`config.mk`:
```
export PLATFORM = sky130hd
export DESIGN_NAME = arp_cache_update_and_reply_flat
export DESIGN_NICKNAME = d
export VERILOG_FILES = /design/src/design/arpc_pkg.sv /design/src/design/arpc_if.sv /design/src/design/arpc_cell.sv /design/src/design/arp_cache_update_and_reply.sv /design/src/flat_wrapper.sv
export SDC_FILE = /design/constraint.sdc
export NUM_CORES = 2
export LEC_CHECK = 0
export BUFFER_PORTS_ARGS = -buffer_cell sky130_fd_sc_hd__buf_2
export CAP_MARGIN = 20
export CORE_MARGIN = 8
export CORE_UTILIZATION = 62
export DETAILED_ROUTE_END_ITERATION = 8
export HOLD_SLACK_MARGIN = 0.05
export PLACE_DENSITY = 0.83
export SLEW_MARGIN = 20
export SYNTH_ARGS = -nofsm -noshare
export SYNTH_HDL_FRONTEND = slang
export SYNTH_SLANG_ARGS = --single-unit
```
`constraint.sdc`:
```
create_clock -name i_clk -period 5.99 [get_ports i_clk]
set_input_delay 0.599 -clock i_clk [delete_from_list [all_inputs] [get_ports i_clk]]
set_output_delay 0.599 -clock i_clk [all_outputs]
set_load 0.05 [all_outputs]
```
`src/design/arpc_pkg.sv`:
```
package arpc_pkg;

    localparam int OPC_W = 16;
    localparam int IP_W  = 32;
    localparam int MAC_W = 48;
    localparam int ACT_W = 3;

    localparam logic [OPC_W-1:0] OPCODE_REQUEST = 16'd1;
    localparam logic [OPC_W-1:0] OPCODE_REPLY   = 16'd2;

    typedef enum logic [ACT_W-1:0] {
        ACT_SAME     = 3'd0,
        ACT_UPDATED  = 3'd1,
        ACT_INSERTED = 3'd2,
        ACT_FULL     = 3'd3,
        ACT_IGNORED  = 3'd4
    } t_action;

    // lookup token walking down the cell chain
    typedef struct packed {
        logic             live;
        logic             done;
        t_action          action;
        logic [IP_W-1:0]  ip;
        logic [MAC_W-1:0] mac;
    } t_probe;

endpackage

```
`src/design/arpc_if.sv`:
```
interface arpc_in_if;
    logic                        valid;
    logic                        ready;
    logic [arpc_pkg::OPC_W-1:0]  arp_opcode;
    logic [arpc_pkg::IP_W-1:0]   src_ip;
    logic [arpc_pkg::MAC_W-1:0]  src_mac;
    logic                        tx_buffer_free;

    modport source (output valid, arp_opcode, src_ip, src_mac, tx_buffer_free,
                    input ready);
    modport sink   (input valid, arp_opcode, src_ip, src_mac, tx_buffer_free,
                    output ready);
endinterface

interface arpc_out_if;
    logic                        valid;
    logic                        ready;
    logic                        send_reply;
    logic [arpc_pkg::MAC_W-1:0]  reply_target_mac;
    logic [arpc_pkg::IP_W-1:0]   reply_target_ip;
    logic [arpc_pkg::ACT_W-1:0]  table_action;

    modport source (output valid, send_reply, reply_target_mac, reply_target_ip,
                    table_action, input ready);
    modport sink   (input valid, send_reply, reply_target_mac, reply_target_ip,
                    table_action, output ready);
endinterface

```
`src/design/arpc_cell.sv`:
```
module arpc_cell (
    input  logic             i_clk,
    input  logic             i_rst_n,
    input  arpc_pkg::t_probe i_probe,
    output arpc_pkg::t_probe o_probe
);

    logic                       r_valid;
    logic [arpc_pkg::IP_W-1:0]  r_ip;
    logic [arpc_pkg::MAC_W-1:0] r_mac;
    arpc_pkg::t_probe           r_probe;
    arpc_pkg::t_probe           n_probe;
    logic                       w_search;
    logic                       w_hit;
    logic                       w_take;

    assign w_search = i_probe.live && !i_probe.done;
    assign w_hit    = w_search && r_valid && (r_ip == i_probe.ip);
    assign w_take   = w_search && !r_valid;

    always_comb begin
        n_probe = i_probe;
        if (w_hit) begin
            n_probe.done   = 1'b1;
            n_probe.action = (r_mac == i_probe.mac) ? arpc_pkg::ACT_SAME
                                                    : arpc_pkg::ACT_UPDATED;
        end else if (w_take) begin
            n_probe.done   = 1'b1;
            n_probe.action = arpc_pkg::ACT_INSERTED;
        end
    end

    always_ff @(posedge i_clk) begin
        if (!i_rst_n) begin
            r_valid      <= 1'b0;
            r_probe.live <= 1'b0;
        end else begin
            r_probe <= n_probe;
            if (w_take) begin
                r_valid <= 1'b1;
            end
        end
        if (w_take) begin
            r_ip <= i_probe.ip;
        end
        if (w_hit || w_take) begin
            r_mac <= i_probe.mac;
        end
    end

    assign o_probe = r_probe;

endmodule

```
`src/design/arp_cache_update_and_reply.sv`:
```
// Each accepted request is registered into a lookup token that steps one cell of the entry
// chain per cycle, then waits in a pending register before loading into the output register.
// One request at a time: the input is not ready until its result moves to the output.
// A new request is taken while the previous result still waits at the output.
// Reset (synchronous, active low) empties the table and drops any request in flight.
module arp_cache_update_and_reply #(
    parameter int TABLE_ENTRIES = 16
) (
    input  logic        i_clk,
    input  logic        i_rst_n,
    arpc_in_if.sink     i_req,
    arpc_out_if.source  o_rsp
);

    arpc_pkg::t_probe           w_chain [0:TABLE_ENTRIES];
    arpc_pkg::t_probe           r_inj;
    logic                       r_busy;
    logic                       r_send;
    logic [arpc_pkg::IP_W-1:0]  r_ip;
    logic [arpc_pkg::MAC_W-1:0] r_mac;
    logic                       r_pend_valid;
    arpc_pkg::t_action          r_pend_action;
    logic                       r_out_valid;
    logic                       r_out_send;
    logic [arpc_pkg::IP_W-1:0]  r_out_ip;
    logic [arpc_pkg::MAC_W-1:0] r_out_mac;
    arpc_pkg::t_action          r_out_action;

    logic                       w_in_valid;
    logic                       w_in_ready;
    logic                       w_out_valid;
    logic                       w_out_ready;
    logic                       w_accept;
    logic                       w_learn;
    logic                       w_load;

    assign w_in_valid  = i_req.valid;
    assign w_in_ready  = !r_busy;
    assign w_out_valid = r_out_valid;
    assign w_out_ready = o_rsp.ready;
    assign w_accept    = w_in_valid && w_in_ready;
    assign w_learn     = (i_req.arp_opcode == arpc_pkg::OPCODE_REQUEST) ||
                         (i_req.arp_opcode == arpc_pkg::OPCODE_REPLY);
    assign w_load      = r_pend_valid && (!r_out_valid || w_out_ready);

    assign w_chain[0] = r_inj;

    for (genvar g = 0; g < TABLE_ENTRIES; g++) begin : g_cell
        arpc_cell u_cell (
            .i_clk   (i_clk),
            .i_rst_n (i_rst_n),
            .i_probe (w_chain[g]),
            .o_probe (w_chain[g+1])
        );
    end

    always_ff @(posedge i_clk) begin
        if (!i_rst_n) begin
            r_busy       <= 1'b0;
            r_inj.live   <= 1'b0;
            r_pend_valid <= 1'b0;
            r_out_valid  <= 1'b0;
        end else begin
            r_inj.live <= w_accept;
            if (w_accept) begin
                r_busy <= 1'b1;
            end else if (w_load) begin
                r_busy <= 1'b0;
            end
            if (w_chain[TABLE_ENTRIES].live) begin
                r_pend_valid <= 1'b1;
            end else if (w_load) begin
                r_pend_valid <= 1'b0;
            end
            if (w_load) begin
                r_out_valid <= 1'b1;
            end else if (w_out_ready) begin
                r_out_valid <= 1'b0;
            end
        end
        if (w_accept) begin
            r_inj.done   <= !w_learn;
            r_inj.action <= w_learn ? arpc_pkg::ACT_SAME : arpc_pkg::ACT_IGNORED;
            r_inj.ip     <= i_req.src_ip;
            r_inj.mac    <= i_req.src_mac;
            r_send       <= (i_req.arp_opcode == arpc_pkg::OPCODE_REQUEST) &&
                            i_req.tx_buffer_free;
            r_ip         <= i_req.src_ip;
            r_mac        <= i_req.src_mac;
        end
        if (w_chain[TABLE_ENTRIES].live) begin
            r_pend_action <= w_chain[TABLE_ENTRIES].done ? w_chain[TABLE_ENTRIES].action
                                                         : arpc_pkg::ACT_FULL;
        end
        if (w_load) begin
            r_out_send   <= r_send;
            r_out_ip     <= r_send ? r_ip : '0;
            r_out_mac    <= r_send ? r_mac : '0;
            r_out_action <= r_pend_action;
        end
    end

    assign i_req.ready            = w_in_ready;
    assign o_rsp.valid            = w_out_valid;
    assign o_rsp.send_reply       = r_out_send;
    assign o_rsp.reply_target_ip  = r_out_ip;
    assign o_rsp.reply_target_mac = r_out_mac;
    assign o_rsp.table_action     = r_out_action;

endmodule

```
`src/flat_wrapper.sv`:
```
// flat-port wrapper written by rule: the top's interface ports become plain ports
module arp_cache_update_and_reply_flat 
#(
    parameter int TABLE_ENTRIES = 16
)
  (i_clk, i_rst_n, i_req_valid, i_req_arp_opcode, i_req_src_ip, i_req_src_mac, i_req_tx_buffer_free, i_req_ready, o_rsp_valid, o_rsp_send_reply, o_rsp_reply_target_mac, o_rsp_reply_target_ip, o_rsp_table_action, o_rsp_ready);
  arpc_in_if i_req_i ();
  arpc_out_if o_rsp_i ();
  input  logic i_clk;
  input  logic i_rst_n;
  input wire logic [$bits(i_req_i.valid)-1:0] i_req_valid;
  input wire logic [$bits(i_req_i.arp_opcode)-1:0] i_req_arp_opcode;
  input wire logic [$bits(i_req_i.src_ip)-1:0] i_req_src_ip;
  input wire logic [$bits(i_req_i.src_mac)-1:0] i_req_src_mac;
  input wire logic [$bits(i_req_i.tx_buffer_free)-1:0] i_req_tx_buffer_free;
  output wire logic [$bits(i_req_i.ready)-1:0] i_req_ready;
  output wire logic [$bits(o_rsp_i.valid)-1:0] o_rsp_valid;
  output wire logic [$bits(o_rsp_i.send_reply)-1:0] o_rsp_send_reply;
  output wire logic [$bits(o_rsp_i.reply_target_mac)-1:0] o_rsp_reply_target_mac;
  output wire logic [$bits(o_rsp_i.reply_target_ip)-1:0] o_rsp_reply_target_ip;
  output wire logic [$bits(o_rsp_i.table_action)-1:0] o_rsp_table_action;
  input wire logic [$bits(o_rsp_i.ready)-1:0] o_rsp_ready;
  assign i_req_i.valid = i_req_valid;
  assign i_req_i.arp_opcode = i_req_arp_opcode;
  assign i_req_i.src_ip = i_req_src_ip;
  assign i_req_i.src_mac = i_req_src_mac;
  assign i_req_i.tx_buffer_free = i_req_tx_buffer_free;
  assign i_req_ready = i_req_i.ready;
  assign o_rsp_valid = o_rsp_i.valid;
  assign o_rsp_send_reply = o_rsp_i.send_reply;
  assign o_rsp_reply_target_mac = o_rsp_i.reply_target_mac;
  assign o_rsp_reply_target_ip = o_rsp_i.reply_target_ip;
  assign o_rsp_table_action = o_rsp_i.table_action;
  assign o_rsp_i.ready = o_rsp_ready;
  arp_cache_update_and_reply #(.TABLE_ENTRIES(TABLE_ENTRIES)) u_core (.i_clk(i_clk), .i_rst_n(i_rst_n), .i_req(i_req_i), .o_rsp(o_rsp_i));
endmodule
```
==> metrics.md <==
| Metric | Value |
|---|---|
| Global Route met2 Usage | 37.98% |
| Share of cells above drive strength 1 | 11.15% |
| Status | completed |
| Slowest cell delay on critical path | 870 ps |
| Final Hold Vio Count | 0 |
| Largest family of logic cells by synthesized area | XOR/XNOR gates |
| Antenna violations before repair | 1 |
| Slew Limit Fails | 0 |
| Root Driver | clkbuf_16 |
| Type of the worst min-delay path | in -> reg |
| Global-route wire length before repair | 264200 µm |
| Clk_skew | 26.81 ps |
| Mapped Nets | 4876 |
| Largest net degree at the start of global routing | 206 |
| Mux cell area share after synthesis | 0.1888% |
| CTS Sinks | 2749 |
| Crit-path leading delay family | simple AND/OR/NAND/NOR gates |
| Met3 usage | 3.370% |
| GR Util met1 | 22.51% |
| Setup TNS Final | 0 ps |
| Tot GR Track Use | 20.21% |
| CP max FO | 48 |
| Worst hold path startpoint | o_rsp_ready |
| Vias/cell | 5.569 |
| Post-synthesis async set-or-reset flop share | 0% |
| CP required | 6460 ps |
| Syn Inst Count | 4775 |
| H-tree depth | 4 |
| Synth top area cells | edfxtp_1 (83%), xor2_1 (7.6%), xnor2_1 (3.8%), nor4_1 (1.5%), nand4_1 (1.0%) |
| Minimum clock period | 3202 ps |
| Yosys cell types | 30 |
| Synthesis warning total | 0 |
| RSZ-0062 raised after global routing | false |
| Worst-path clk slew | 70 ps |
| RR Startpoint | u_core.r_inj[67] |
| Die Ht | 413.7 µm |
| Max-Cap Viols | 0 |
| N_diodes | 0 |
| Hold depth | 4 |
| Postcts setup bufs | 0 |
| Row count | 146 |
| Count of input and output buffers | 186 |
| Initial drt markers | 3027 |
| Setup violations, final | 0 |
| Finished Core Util | 70.15% |
| Total CTS buffers | 236 |
| Final period utilization | 53.46% |
| GR peak layer | met2 |
| Vias in the first global route | 45020 |
| Critical Path Source | u_core.r_inj[67] |
| Register area share after synthesis | 83.81% |
| Area delta synth->final | 12.77% |
| Die ar. | 171100 µm² |
| Worst slew pin tran | 1093 ps |
| Crit path buf inv count | 0 |
| Critical path arrival | 3670 ps |
| Mapped Area | 98060 µm² |
| Routability Congestion | 0.8353 |
| Cell area power density | 347.3 nW/µm² |
| Post-Route WL | 173800 µm |
| Nets | 5404 |
| Post-synthesis xor/xnor area fraction | 11.44% |
| Static Leak | 36.45 nW |
| Skew-Pair Late Insertion Delay | 860 ps |
| Stages on worst setup path | 5 |
| Post-route ant nets | 0 |
| Syn Area/Cell | 20.54 µm² |
| Peak VDD IR | 0.3804 mV |
| Core area | 157600 µm² |
| F_max | 312.3 MHz |
| Vias post-DR | 42200 |
| Post-synth EDFFs | 2713 |
| Initial Util | 62.20% |
| Congestion Overflow GR | 0 |
| Drc violations | 0 |
| Slowest-stage cell, CP | nand2_2 |
| Top-area cell type share of the netlist area | 83.08% |
| Flops & latches, synth | 2749 |
| Adder-Cell Fraction of Synth Area | 0% |
| # IOs | 187 |
| DR WL/cell | 22.93 µm |
| R2R cell count | 5 |
| CTS tree | built |
| Fillers | 8414 |
| First-pass DRT Iterations | 5 |
| Post-DP HPWL | 105700 µm |
| CP endpoint kind | flip-flop |
| Synth area leader | edfxtp_1 |
| Synth Flop Type | edfxtp_1 |
| Startpoint type of the worst setup path | flip-flop |
| Simple-gate share of the synthesized area | 4.424% |
| Max clock buf depth | 3 |
| Critical path class | reg -> reg |
| Die width | 413.7 µm |
| Rel. slew slack | 27.13% |
| Worst-path cell chain | xnor2_1, nand4_1, nor4_1, nand3_1, nand2_2 |
| Compound-Gate Fraction of Synth Area | 0.07273% |
## cell usage after synthesis (all sizes together), types with 24 or more instances
cell type / number
nor4: 229
nor2b: 41
nand3: 24
nand4: 158
nor2: 53
nor3: 40
xor2: 853
dfxtp: 36
edfxtp: 2713
and2: 98
xnor2: 428
## where the power goes
part           switching, mW  total, mW  internal (mW)  leakage, nW
Combinational          0.452      0.790          0.337         6.93
Sequential             0.553       22.3           21.8         25.7
Clock                   6.58       15.3           8.72         3.78
## kinds of logic (layout without fill, tap and decap cells)
kind of cell / count (synthesis) / count (layout)
buffers and inverters: 16 / 746
AND/OR/NAND/NOR: 704 / 704
XOR/XNOR: 1281 / 1281
multiplexers: 15 / 15
flip-flops: 2749 / 2749
AO/OA/AOI/OAI: 10 / 10
## stage by stage
step / total power [mW] / cell area (µm²) / hold slack [ps] / setup slack, ps / cells
2_1_floorplan: 22.88 / 98060 / 400.3 / 924.5 / 4775
3_3_place_gp: 23.34 / 101900 / 405.2 / 3015 / 7050
3_5_place_dp: 23.44 / 101900 / 418.7 / 2888 / 7050
4_1_cts: 38.53 / 110500 / 62.36 / 2815 / 7574
5_1_grt: 39.46 / 110600 / 134.6 / 2739 / 7577
6_report: 38.41 / 110600 / 108.2 / 2788 / 7577
## flip-flops by register name, summed over array words and instances (netlist names)
signal                         count
u_core.o_rsp.reply_target_ip      32
u_core.o_rsp.reply_target_mac     48
u_core.r_pend_action               3
u_core.g_cell.u_cell.o_probe    1280
u_core.g_cell.u_cell.r_valid      16
u_core.o_rsp.table_action          3
u_core.r_pend_valid                1
u_core.o_rsp.valid                 1
u_core.g_cell.u_cell.r_mac       768
u_core.o_rsp.send_reply            1
u_core.r_send                      1
u_core.r_inj                      82
u_core.g_cell.u_cell.r_ip        512
u_core.r_busy                      1
## placed cells by master (no fill, tap or decap), types with 14 or more instances in the layout
cell type	instances
xor2_1	853
nand3_1	24
nor2b_2	14
clkbuf_16	242
clkbuf_1	55
nor3_1	25
buf_2	185
nor2b_1	24
dlygate4sd3_1	84
nor4_1	229
clkinv_2	38
xnor2_1	428
clkinv_1	52
dfxtp_1	36
and2_1	98
nor3b_1	15
buf_4	23
edfxtp_1	2713
nor2_1	53
nand4_1	158
bufinv_16	30
## final timing paths
| path | slack (ps) | end |
|---|---|---|
| hold reg to reg | 430 | u_core.o_rsp.table_action[1] |
| setup reg to reg | 2790 | u_core.g_cell[0].u_cell.r_mac[18] |
| hold / removal | 110 | u_core.o_rsp.valid |
| setup / recovery | 2790 | u_core.g_cell[0].u_cell.r_mac[18] |
## what timing repair did
item                                   in CTS  in global routing
resized for setup                           0                  0
hold buffers                               84                  0
endpoints found under the hold margin      82                  0
## tightest hold or removal path: stages
cell and delay (ps):
buf_2 80, nor2b_1 80, nor2_1 100, nor2_1 40
## metal layers
| layer | part of all wire, % | vias to the layer above | wire length [µm] |
|---|---|---|---|
| li1 | - | 19300 | - |
| met1 | 36 | 21230 | 62780 |
| met2 | 55 | 1310 | 95670 |
| met3 | 4.3 | 364 | 7450 |
| met4 | 4.5 | 0 | 7857 |
| met5 | 0 | - | 0 |
## layout make-up
cell class / instances / area, µm² / area share, %
clock inverter: 139 / 1454 / 1.315
inverter: 4 / 15.01 / 0.01358
multi-input combinational: 2010 / 15890 / 14.37
timing repair buffer: 302 / 2130 / 1.926
clock buffer: 301 / 6317 / 5.713
sequential: 2749 / 82190 / 74.32
tap: 2072 / 2592 / 2.344
Power figures use the tool's default switching activity.
